--- config.mk ---
export PLATFORM = sky130hd
export DESIGN_NAME = sorted_stream_merge
export DESIGN_NICKNAME = d
export VERILOG_FILES = /design/src/hw/rtl/smerge_pkg.sv /design/src/hw/rtl/smerge_min_tree.sv /design/src/hw/rtl/sorted_stream_merge.sv
export SDC_FILE = /design/constraint.sdc
export NUM_CORES = 2
export LEC_CHECK = 0
export BUFFER_PORTS_ARGS = -buffer_cell sky130_fd_sc_hd__buf_2
export CAP_MARGIN = 30
export CORE_MARGIN = 1
export CORE_UTILIZATION = 50
export DETAILED_ROUTE_END_ITERATION = 10
export PLACE_DENSITY = 0.69
export SYNTH_ARGS = -nofsm -noshare
export SYNTH_HDL_FRONTEND = slang
export SYNTH_SLANG_ARGS = --single-unit
export TNS_END_PERCENT = 5
--- constraint.sdc ---
create_clock -name aclk -period 34.2 [get_ports aclk]
set_clock_uncertainty 0.15 [all_clocks]
set_input_delay 1.71 -clock aclk [delete_from_list [all_inputs] [get_ports aclk]]
set_output_delay 1.71 -clock aclk [all_outputs]
set_load 0.005 [all_outputs]
--- src/hw/rtl/smerge_pkg.sv ---
`default_nettype none

package smerge_pkg;

    // fixed field widths of the stream and config ports
    localparam int CHANNEL_W = 3;
    localparam int COUNT_W   = 4;
    localparam int KIND_W    = 2;
    localparam int TDATA_W   = 64;
    localparam int TUSER_W   = CHANNEL_W + KIND_W;

    localparam logic [COUNT_W-1:0] COUNT_RESET = 4'd2;

    typedef enum logic [KIND_W-1:0] {
        KIND_MERGED  = 2'd0,
        KIND_DROPPED = 2'd1,
        KIND_FINISH  = 2'd2
    } result_kind_t;

endpackage

`default_nettype wire

--- src/hw/rtl/smerge_min_tree.sv ---
`default_nettype none

module smerge_min_tree #(
    parameter int NUM_CHANNELS = 8,
    parameter int TIME_BITS    = 64
) (
    input  wire logic [NUM_CHANNELS-1:0]         head_valid,
    input  wire logic [TIME_BITS-1:0]            head_time [NUM_CHANNELS],
    output logic                                 any_valid,
    output logic [$clog2(NUM_CHANNELS)-1:0]      best_idx,
    output logic [TIME_BITS-1:0]                 best_time
);

    localparam int IDX_W = $clog2(NUM_CHANNELS);
    localparam int LVLS  = IDX_W;
    localparam int LEAVES = 1 << LVLS;

    logic [LEAVES-1:0]    v_lvl [LVLS+1];
    logic [TIME_BITS-1:0] t_lvl [LVLS+1][LEAVES];
    logic [IDX_W-1:0]     i_lvl [LVLS+1][LEAVES];

    // pairwise tree, left (lower channel) wins ties
    always_comb begin
        for (int l = 0; l <= LVLS; l++) begin
            v_lvl[l] = '0;
            for (int j = 0; j < LEAVES; j++) begin
                t_lvl[l][j] = '0;
                i_lvl[l][j] = '0;
            end
        end
        for (int j = 0; j < NUM_CHANNELS; j++) begin
            v_lvl[0][j] = head_valid[j];
            t_lvl[0][j] = head_time[j];
            i_lvl[0][j] = IDX_W'(j);
        end
        for (int l = 0; l < LVLS; l++) begin
            for (int j = 0; j < LEAVES / 2; j++) begin
                if (j < (LEAVES >> (l + 1))) begin
                    v_lvl[l+1][j] = v_lvl[l][2*j] | v_lvl[l][2*j+1];
                    if (v_lvl[l][2*j+1] &&
                        (!v_lvl[l][2*j] || (t_lvl[l][2*j+1] < t_lvl[l][2*j]))) begin
                        t_lvl[l+1][j] = t_lvl[l][2*j+1];
                        i_lvl[l+1][j] = i_lvl[l][2*j+1];
                    end else begin
                        t_lvl[l+1][j] = t_lvl[l][2*j];
                        i_lvl[l+1][j] = i_lvl[l][2*j];
                    end
                end
            end
        end
    end

    assign any_valid = v_lvl[LVLS][0];
    assign best_idx  = i_lvl[LVLS][0];
    assign best_time = t_lvl[LVLS][0];

endmodule

`default_nettype wire

--- src/hw/rtl/sorted_stream_merge.sv ---
`default_nettype none

// k-way merge of ascending timestamp streams. Each input beat carries one
// channel's next timestamp (tdata) or, with tlast high, that channel's end
// mark; tuser selects the channel. One head is held per channel. While every
// live channel in use holds a head, the smallest head leaves on the output,
// ties to the lowest channel. Once every channel in use has ended, the heads
// left drain in order and a finish beat follows, which clears all end marks.
// Timestamps for a channel that already holds a head, and items for a channel
// that has ended or that is at or above the configured count, come back as a
// dropped beat with state untouched. The output tuser carries the result kind
// and source channel, and tlast marks the final result beat caused by one
// input beat. Rate: beats that cause zero or one result beat do not hold the
// input side and stream in every cycle while m_tready does not stall the
// output; a beat causing k results holds the input side until all are out,
// one result per cycle while m_tready is high, limited by the output register.
// A beat passes the input register, then the result register. The critical
// path is the head update mux plus a log2(NUM_CHANNELS)-level tree of
// TIME_BITS-wide compares. channel_count may only be written while idle; 0
// acts as 1 and values above NUM_CHANNELS act as NUM_CHANNELS.
module sorted_stream_merge
    import smerge_pkg::*;
#(
    parameter int NUM_CHANNELS = 8,
    parameter int TIME_BITS    = 64
) (
    input  wire logic                 aclk,
    input  wire logic                 aresetn,

    // config: channel_count
    input  wire logic                 cfg_wr_en,
    input  wire logic [COUNT_W-1:0]   cfg_wr_data,

    // input stream
    input  wire logic                 s_tvalid,
    output logic                      s_tready,
    input  wire logic [TDATA_W-1:0]   s_tdata,   // [63:0] timestamp
    input  wire logic [CHANNEL_W-1:0] s_tuser,   // [2:0] channel
    input  wire logic                 s_tlast,   // end_of_stream

    // result stream
    output logic                      m_tvalid,
    input  wire logic                 m_tready,
    output logic [TDATA_W-1:0]        m_tdata,   // [63:0] merged_time
    output logic [TUSER_W-1:0]        m_tuser,   // [1:0] result_kind, [4:2] source_channel
    output logic                      m_tlast    // last
);

    localparam int IDX_W = $clog2(NUM_CHANNELS);
    localparam int CMP_W = 8;

    // channel state
    logic [TIME_BITS-1:0]    head_time_reg [NUM_CHANNELS];
    logic [NUM_CHANNELS-1:0] head_valid_reg, head_valid_next;
    logic [NUM_CHANNELS-1:0] done_reg, done_next;
    logic [COUNT_W-1:0]      count_reg;

    // input register
    logic                    in_valid_reg, in_valid_next;
    logic [CHANNEL_W-1:0]    in_ch_reg;
    logic [TIME_BITS-1:0]    in_ts_reg;
    logic                    in_eos_reg;

    // more results owed for the beat already taken
    logic                    busy_reg, busy_next;

    // result register
    logic                    m_valid_reg, m_valid_next;
    logic [TIME_BITS-1:0]    m_time_reg, m_time_next;
    logic [CHANNEL_W-1:0]    m_src_reg, m_src_next;
    result_kind_t            m_kind_reg, m_kind_next;
    logic                    m_last_reg, m_last_next;

    logic [CMP_W-1:0]        eff_count;
    logic [NUM_CHANNELS-1:0] live;
    logic [IDX_W-1:0]        in_idx;
    logic                    out_free;
    logic                    take_in;
    logic                    bad_ch;
    logic                    drop;
    logic                    accept_item;
    logic                    eval;

    logic [NUM_CHANNELS-1:0] view_valid;
    logic [NUM_CHANNELS-1:0] view_done;
    logic [TIME_BITS-1:0]    view_time [NUM_CHANNELS];

    logic                    tree_any;
    logic [IDX_W-1:0]        best_idx;
    logic [TIME_BITS-1:0]    best_time;
    logic                    ready_all;
    logic                    all_done;
    logic                    emit_head;
    logic                    emit_finish;
    logic [NUM_CHANNELS-1:0] emit_mask;

    // effective channel count, clamped to 1 .. NUM_CHANNELS
    always_comb begin
        if (count_reg == '0) begin
            eff_count = CMP_W'(1);
        end else if (int'(count_reg) > NUM_CHANNELS) begin
            eff_count = CMP_W'(NUM_CHANNELS);
        end else begin
            eff_count = CMP_W'(count_reg);
        end
        for (int i = 0; i < NUM_CHANNELS; i++) begin
            live[i] = CMP_W'(i) < eff_count;
        end
    end

    // handshake: input register empties when its beat is processed
    assign out_free    = !m_valid_reg || m_tready;
    assign take_in     = !busy_reg && in_valid_reg && out_free;
    assign s_tready    = !in_valid_reg || take_in;

    assign in_idx      = IDX_W'(in_ch_reg);
    assign bad_ch      = CMP_W'(in_ch_reg) >= eff_count;
    assign drop        = take_in &&
                         (bad_ch || done_reg[in_idx] || (!in_eos_reg && head_valid_reg[in_idx]));
    assign accept_item = take_in && !drop;
    assign eval        = (busy_reg && out_free) || accept_item;

    // state as it stands once the accepted beat is folded in
    always_comb begin
        view_valid = head_valid_reg;
        view_done  = done_reg;
        for (int i = 0; i < NUM_CHANNELS; i++) begin
            view_time[i] = head_time_reg[i];
        end
        if (accept_item) begin
            if (in_eos_reg) begin
                view_done[in_idx] = 1'b1;
            end else begin
                view_valid[in_idx] = 1'b1;
                view_time[in_idx]  = in_ts_reg;
            end
        end
    end

    smerge_min_tree #(
        .NUM_CHANNELS (NUM_CHANNELS),
        .TIME_BITS    (TIME_BITS)
    ) u_min_tree (
        .head_valid (view_valid & live),
        .head_time  (view_time),
        .any_valid  (tree_any),
        .best_idx   (best_idx),
        .best_time  (best_time)
    );

    // every live channel must hold a head or have ended before a head leaves
    assign ready_all   = &(~live | view_valid | view_done);
    assign all_done    = &(~live | (view_done & ~view_valid));
    assign emit_head   = eval && ready_all && tree_any;
    assign emit_finish = eval && !emit_head && all_done;
    assign emit_mask   = emit_head ? (NUM_CHANNELS'(1) << best_idx) : '0;

    always_comb begin
        in_valid_next   = in_valid_reg;
        busy_next       = busy_reg;
        head_valid_next = head_valid_reg;
        done_next       = done_reg;
        m_valid_next    = m_valid_reg && !m_tready;
        m_time_next     = m_time_reg;
        m_src_next      = m_src_reg;
        m_kind_next     = m_kind_reg;
        m_last_next     = m_last_reg;

        if (s_tvalid && s_tready) begin
            in_valid_next = 1'b1;
        end else if (take_in) begin
            in_valid_next = 1'b0;
        end

        if (eval) begin
            head_valid_next = view_valid & ~emit_mask;
            done_next       = emit_finish ? '0 : view_done;
            // an ended channel giving up its head always leaves more to emit
            busy_next       = emit_head && view_done[best_idx];
        end

        priority if (drop) begin
            m_valid_next = 1'b1;
            m_kind_next  = KIND_DROPPED;
            m_time_next  = '0;
            m_src_next   = in_ch_reg;
            m_last_next  = 1'b1;
        end else if (emit_head) begin
            m_valid_next = 1'b1;
            m_kind_next  = KIND_MERGED;
            m_time_next  = best_time;
            m_src_next   = CHANNEL_W'(best_idx);
            m_last_next  = !view_done[best_idx];
        end else if (emit_finish) begin
            m_valid_next = 1'b1;
            m_kind_next  = KIND_FINISH;
            m_time_next  = '0;
            m_src_next   = '0;
            m_last_next  = 1'b1;
        end else begin
            m_valid_next = m_valid_reg && !m_tready;
        end
    end

    always_ff @(posedge aclk) begin
        if (!aresetn) begin
            head_valid_reg <= '0;
            done_reg       <= '0;
            count_reg      <= COUNT_RESET;
            in_valid_reg   <= 1'b0;
            busy_reg       <= 1'b0;
            m_valid_reg    <= 1'b0;
        end else begin
            head_valid_reg <= head_valid_next;
            done_reg       <= done_next;
            in_valid_reg   <= in_valid_next;
            busy_reg       <= busy_next;
            m_valid_reg    <= m_valid_next;
            if (cfg_wr_en) begin
                count_reg <= cfg_wr_data;
            end
        end
    end

    // payload registers
    always_ff @(posedge aclk) begin
        if (s_tvalid && s_tready) begin
            in_ch_reg  <= s_tuser;
            in_ts_reg  <= s_tdata[TIME_BITS-1:0];
            in_eos_reg <= s_tlast;
        end
        if (accept_item && !in_eos_reg) begin
            head_time_reg[in_idx] <= in_ts_reg;
        end
        m_time_reg <= m_time_next;
        m_src_reg  <= m_src_next;
        m_kind_reg <= m_kind_next;
        m_last_reg <= m_last_next;
    end

    assign m_tvalid = m_valid_reg;
    assign m_tdata  = TDATA_W'(m_time_reg);
    assign m_tuser  = {m_src_reg, m_kind_reg};
    assign m_tlast  = m_last_reg;

    // owing more results means a non-final beat is on the output
    a_busy_has_beat: assert property (@(posedge aclk) disable iff (!aresetn)
        busy_reg |-> (m_valid_reg && !m_last_reg))
        else $error("busy without a pending non-final result beat");

    a_finish_form: assert property (@(posedge aclk) disable iff (!aresetn)
        (m_valid_reg && m_kind_reg == KIND_FINISH) |-> (m_last_reg && m_time_reg == '0))
        else $error("finish beat malformed");

    a_finish_clears: assert property (@(posedge aclk) disable iff (!aresetn)
        emit_finish |=> (done_reg == '0))
        else $error("end marks not cleared after finish");

    a_drop_keeps_state: assert property (@(posedge aclk) disable iff (!aresetn)
        drop |=> (head_valid_reg == $past(head_valid_reg) && done_reg == $past(done_reg)))
        else $error("dropped beat changed channel state");

endmodule

`default_nettype wire
==> After elaboration in Yosys (flattened, before gate mapping) <==
Memories as Yosys holds them, arrays and structs flattened.
Cells that the tools add are included.
{ "classes": {"order_cmp": 22, "shifts": 1, "reduce_logical": 57, "n_bitwise": 19, "n_mux": 51} }
{ "ops": {"columns": ["operator", "count"], "rows": [
  ["two-way mux 512 bit", 2],
  ["two-way mux 64 bit", 10],
  ["bitwise mux 512 bit", 1],
  ["less-than comparator 64 bit", 7],
  ["demux 64 bit (select 3 bit)", 1],
  ["two-way mux 8 bit", 6],
  ["bitwise OR 8 bit", 5],
  ["less-than comparator 3 x 8 -> 1 bit, first input constant", 4],
  ["AND 8 bit", 3],
  ["inverter 8 bit", 3],
  ["logical AND 1 bit", 23],
  ["two-way mux 1 bit", 19],
  ["less-than comparator 1 x 8 -> 1 bit, first input constant", 2],
  ["less-than comparator 2 x 8 -> 1 bit, first input constant", 2],
  ["AND reduction 8 bit", 2],
  ["logical NOT 1 bit", 15],
  ["logical OR 1 bit", 12],
  ["two-way mux 3 bit", 4],
  ["binary-select mux 1 bit (select 3 bit)", 3],
  [">= comparator 3 x 8 -> 1 bit", 1],
  ["less-than comparator 3 x 4 -> 1 bit, second input constant", 2],
  ["two-way mux 4 bit", 2],
  ["left shift 1 x 3 -> 8 bit, first input constant", 1],
  ["bitwise OR 1 bit", 7],
  ["other kinds (11)", 13]
]} }
{ "totals": {"in_bits": 77, "reg_bits": 161, "n_memories": 1, "elab_cells": 165, "output_inout_bits": 72, "mem_bits_rw": 512} }
{ "mem_list": {"columns": ["memory", "words", "word_bits", "read_ports", "rd_ports_with_merged_regs", "write_ports", "line", "text"], "rows": [
  ["head_time_reg", 8, 64, 8, 0, 1, "sorted_stream_merge.sv:53", "logic [TIME_BITS-1:0] head_time_reg [NUM_CHANNELS];"]
]} }

==> Logic depth before layout (Yosys ltp) <==
{ "depth": {"depth_word": 27, "mapped_depth": 61, "depth_no_buf": 52} }

==> Hierarchy <==
From an unflattened synthesis, not the netlist that was laid out.
{ "unflattened": {"cells_unflattened": 3937, "hier_area_um2": 43738.2} }
{ "by_module_without_submodules": {"columns": ["mod", "seq_area_each_um2", "n_inst", "area_per_inst_um2", "cells_each"], "rows": [
  ["sorted_stream_merge", 19308.5, 1, 27461.3, 1690],
  ["smerge_min_tree", 0.0, 1, 16276.9, 2247]
]} }

==> Least setup slack after synthesis <==
No wires, ideal clock.
{ "synth_timing": {"kind": "input to register", "startpoint": "in m_tready", "endpoint": "reg m_last_reg (netlist: m_tlast)", "setup_ns": 0.116, "t_required_ns": 33.934, "slack_ns": 20.110, "path_stages": 51, "t_arrival_ns": 13.824, "n_path_buf": 7, "path_cell_list": "nor2b_1 nor3_1 nand2_1 nor3_4 clkbuf_1 buf_1 mux2i_1 ha_1 a21oi_1 o22ai_1 o41ai_1 nand3_1 nor4_1 inv_1 or2_1 o21ai_0 nand2_1 clkbuf_1 [15 not listed] ha_1 a21o_1 a21o_1 a21oi_1 o21ai_0 nor4_1 a32oi_1 a21oi_1 nor2_1 nor3_1 o2111ai_1 a211oi_2 o31a_1 buf_2 mux2i_2 mux2i_1 o211ai_2 o211a_1"} }
{ "synth_between": {"elab_chain_cells": 23, "elab_cells_between_ends": 76, "classes_between": "order compare (7); mux (19); bitwise (13); reduce/logical (37)"} }
{ "synth_rtl": {"columns": ["element", "line", "text"], "rows": [
  ["start, declared", "sorted_stream_merge.sv:43", "input wire logic m_tready,"],
  ["logical OR 1 bit (*)", "sorted_stream_merge.sv:112", "assign out_free = !m_valid_reg || m_tready;"],
  ["branches (longest 22 deep; another with less-than comparator 64 bit)", null, null],
  ["end signal, assigned", "sorted_stream_merge.sv:238", "m_last_reg <= m_last_next;"],
  ["end, declared", "sorted_stream_merge.sv:72", "logic m_last_reg, m_last_next;"]
]} }
Mark *: on every way between the ends. The select of a mux whose other input is x is not followed.
A chain may end at the register's enable or synchronous reset.

==> Worst setup path in the final report <==
{ "layout_timing": {"startpoint": "in m_tready", "endpoint": "reg m_time_reg[13] (netlist: m_tdata[13])"} }
{ "layout_between": {"elab_chain_cells": 20, "elab_cells_between_ends": 67, "classes_between": "order compare (7); mux (11); bitwise (13); reduce/logical (36)"} }
{ "layout_rtl": {"columns": ["element", "line", "text"], "rows": [
  ["logical OR 1 bit (*)", "sorted_stream_merge.sv:112", null],
  ["branches (longest 19 deep; another with less-than comparator 64 bit)", null, null],
  ["end signal, assigned", "sorted_stream_merge.sv:235", "m_time_reg <= m_time_next;"],
  ["end, declared", "sorted_stream_merge.sv:69", "logic [TIME_BITS-1:0] m_time_reg, m_time_next;"]
]} }
Mark *: on every way between the ends.

==> results.md <==
- Status: completed
- Part of the total power dissipated in the clock network: 44.4%
- Number of cells upsized or downsized after cts: 0
- Area of combinational cells with multiple inputs: around 22000 um^2
- Worst-case register-to-register setup slack: 16.96 ns
- HP Class: reg2reg
- Final min period: roughly 17 ns
- Worst-Skew Late Latency: around 0.64 ns
- Main synth FF type: sky130_fd_sc_hd__edfxtp_1
- Total Routed Length: approximately 120 mm
- Syn-to-layout area delta: 10.4%
- Area of all sequential standard cells: 19300 um^2
- Endpoints failing hold: 0
- Dpl hpwl: around 84 mm
- Clock tree from TritonCTS: yes
- Post-synthesis async set-or-reset flop share: 0%
- Routability-driven placement congestion ratio: between 0.9 and 1
- Wire length per cell after detailed routing: 22.9 um
- Post-synth EDFFs: 583
- Worst-path maximum fanout: between 90 and 100
- Clock Pin Slew Worst Setup and Hold Paths: around 0.060 ns
- Most frequent cells in the layout: 583 x sky130_fd_sc_hd__edfxtp_1, 439 x sky130_fd_sc_hd__ha_1, 402 x sky130_fd_sc_hd__nand2_1
- Beginning of the critical path: m_tready
- Proportion of power drawn by combinational gates: about 5.2%
- Cell area after synthesis: roughly 42000 um^2
- CP startpoint kind: input port
- Max reg flops: around 510
- Largest net degree at the start of global routing: 135
- RSZ-0062 raised after global routing: no
- Die Ht: 293 um
- Ys Warns: 0
- Grt total ovfl: 0
- Post-CTS repair timing setup buffer count: 0
- Post-layout total power: 1.84 mW
- Max stage delay cell, worst path: sky130_fd_sc_hd__buf_4
- Worst reg2reg path endpoint: m_tdata[13]
- Clock buffers created by TritonCTS: slightly below 80
- Floorplan row count: approximately 110
- Maximum clock rate: between 0.05 and 0.06 GHz
- Stage delay of the slowest cell on the critical path: roughly 0.82 ns
- DRT Pass-1 Iters: 5
- Core Box Area: between 80000 and 90000 um^2
- Antenna-violating nets left: 0
- Max IR drop VDD: approximately 0.000044 V
- Proportion of total power due to net switching: ~23%
- Critical path required time: 34.57 ns
- Portion of the clock cycle consumed by the worst path in the final layout: between 50% and 60%
- Static leakage: 17.3 nW
- Number of fill cells: slightly above 7000
- Setup-failing EPs final: 0
- Number of port buffers: around 150
- Net count after synthesis: between 4000 and 5000
- Critical path class: in2reg
- DIE WIDTH: 293 um
- Crit path capture: m_tdata[13]
- Number of distinct library cell variants in the gate-level netlist after synthesis: between 80 and 90
- Avg Inst Size Synth: 10.9 um^2
- Most common library cell in the layout ignoring fill and taps: sky130_fd_sc_hd__edfxtp_1
- Antenna cells: 0
- Count of mapped cells out of synthesis: between 3000 and 4000
- Via count of the first global-routing pass: around 30000
- CTS Hold Buffers Added: 0
- CTS sink count: about 670
- Antenna violations before repair: 2
- Initial Utilization: around 51%
- Power dissipated by switching net loads: about 430 uW
- Total internal power: about 1.4 mW
- Worst endpoint data arrival time: 17.80 ns
- Clock H-tree levels: 3
- Nets: approximately 4500
- Final Max Slew Viols: 0
- Kind of end point of the critical path: flop
- Max-slew headroom: 30.7%
- Sequential group share of total power: 50.4%
- # Max-Cap Violations: 0
- Layout cells sized above 1: 14.8%
- Average vias per placed instance: 6.03
- Flip-flop and latch count after synthesis: 673
- Total Die Area: around 86000 um^2
- IO Pins: around 150
- Launching point of the worst reg2reg path: in_ch_reg[0]
- CTS root buffer: sky130_fd_sc_hd__clkbuf_16
- Count of vias placed by the detailed router: 31200
- Total track usage: around 27%
- Maximum buffer depth of the clock tree: 3
- Fraction of the yosys area taken by sequential cells: between 40% and 50%
- Number of design rule violations left after detail routing: 0
- Reg2reg path depth: 50
- Transition time at the pin with the least slew margin: just over 1 ns
- DR iter-0 viols: approximately 2400
- First-pass GRT wire length: between 150 and 200 mm
- Power per standard cell area: 39.5 nW/um^2
- Setup TNS Final: 0 ns
==> cells in the mapped netlist (17+ instances only) <==
master	n	area share, %
sky130_fd_sc_hd__a211oi_1	43	0.76
sky130_fd_sc_hd__a21o_1	52	0.92
sky130_fd_sc_hd__a21oi_1	252	3.0
sky130_fd_sc_hd__a22o_1	59	1.2
sky130_fd_sc_hd__a31oi_1	18	0.27
sky130_fd_sc_hd__buf_1	36	0.32
sky130_fd_sc_hd__buf_2	24	0.28
sky130_fd_sc_hd__clkbuf_1	124	1.1
sky130_fd_sc_hd__dfxtp_1	90	4.3
sky130_fd_sc_hd__edfxtp_1	583	41
sky130_fd_sc_hd__ha_1	439	13
sky130_fd_sc_hd__inv_1	95	0.84
sky130_fd_sc_hd__mux2_2	254	6.8
sky130_fd_sc_hd__mux2i_1	270	6.4
sky130_fd_sc_hd__nand2_1	405	3.6
sky130_fd_sc_hd__nand2b_1	18	0.27
sky130_fd_sc_hd__nand3_1	37	0.44
sky130_fd_sc_hd__nand4_1	84	1.2
sky130_fd_sc_hd__nor2_1	244	2.2
sky130_fd_sc_hd__nor2b_1	32	0.47
sky130_fd_sc_hd__nor3_1	45	0.53
sky130_fd_sc_hd__nor4_1	17	0.25
sky130_fd_sc_hd__o211ai_1	19	0.34
sky130_fd_sc_hd__o21a_1	139	2.5
sky130_fd_sc_hd__o21ai_0	301	3.6
==> area by class of cell <==
class	instances	share of cell area [%]
clock buffer	111	4.68
clock inverter	32	0.613
inverter	96	0.771
multi-input combinational	2936	47.1
sequential	673	41.3
tap	1134	3.04
timing repair buffer	193	2.43
==> cells by family (layout without fill, tap and decap cells) <==
family / Yosys count / in the layout / synth area share (%)
simple gates: 954 / 954 / 10.2
flops: 673 / 673 / 45.6
fa+ha+maj: 440 / 440 / 13.0
mux: 529 / 529 / 13.3
xor+xnor: 1 / 1 / 0.0207
buf+inv: 284 / 432 / 2.64
compound gates: 1012 / 1012 / 15.1
==> per-stage QoR <==
stage | setup slack [ns] | instances | hold WS (ns) | util [%] | area (um^2)
floorplan | 20.11 | 3893 | 0.300 | - | 42300
global placement | 16.30 | 5030 | 0.306 | 52.8 | 44200
detailed placement | 16.23 | 5031 | 0.312 | 52.8 | 44200
CTS | 16.83 | 5174 | 0.325 | 55.8 | 46700
global route | 15.61 | 5175 | 0.335 | 55.8 | 46700
finish | 16.78 | 5175 | 0.323 | 55.8 | 46700
==> power by group through the flow <==
stage / Sequential (mW) / Combinational [mW] / Clock [mW]
2_1_floorplan: 0.935 / 0.0633 / 0
3_3_place_gp: 0.946 / 0.0933 / 0
3_5_place_dp: 0.947 / 0.0940 / 0
4_1_cts: 0.929 / 0.0947 / 0.832
5_1_grt: 0.932 / 0.105 / 0.861
6_report: 0.929 / 0.0954 / 0.820
==> worst min path at each step <==
stage,from,endpoint,cells after the start
2_1_floorplan,m_kind_reg[1],m_kind_reg[1],2
3_3_place_gp,m_tdata[50],m_tdata[50],1
3_5_place_dp,m_tdata[51],m_tdata[51],1
4_1_cts,m_tdata[51],m_tdata[51],1
5_1_grt,m_tdata[53],m_tdata[53],1
6_report,m_kind_reg[1],m_kind_reg[1],2
==> worst max-delay path, delay by kind of cell <==
family | cells | cell delay [ns]
AO/OA/AOI/OAI | 25 | 7.19
adder cells (fa/ha/maj) | 3 | 1.04
buffers and inverters | 8 | 3.53
multiplexers | 1 | 0.40
AND/OR/NAND/NOR | 11 | 3.63
==> routing by layer <==
layer / global-route usage (%) / part of all wire [%] / wire [um]
met4: 10.1 / 3.6 / 4280
met1: 36.1 / 43 / 50800
met5: 0 / 0.011 / 13
met2: 46.3 / 48 / 56800
met3: 3.37 / 5.3 / 6310
No activity file was read; power rests on OpenSTA's default activity.
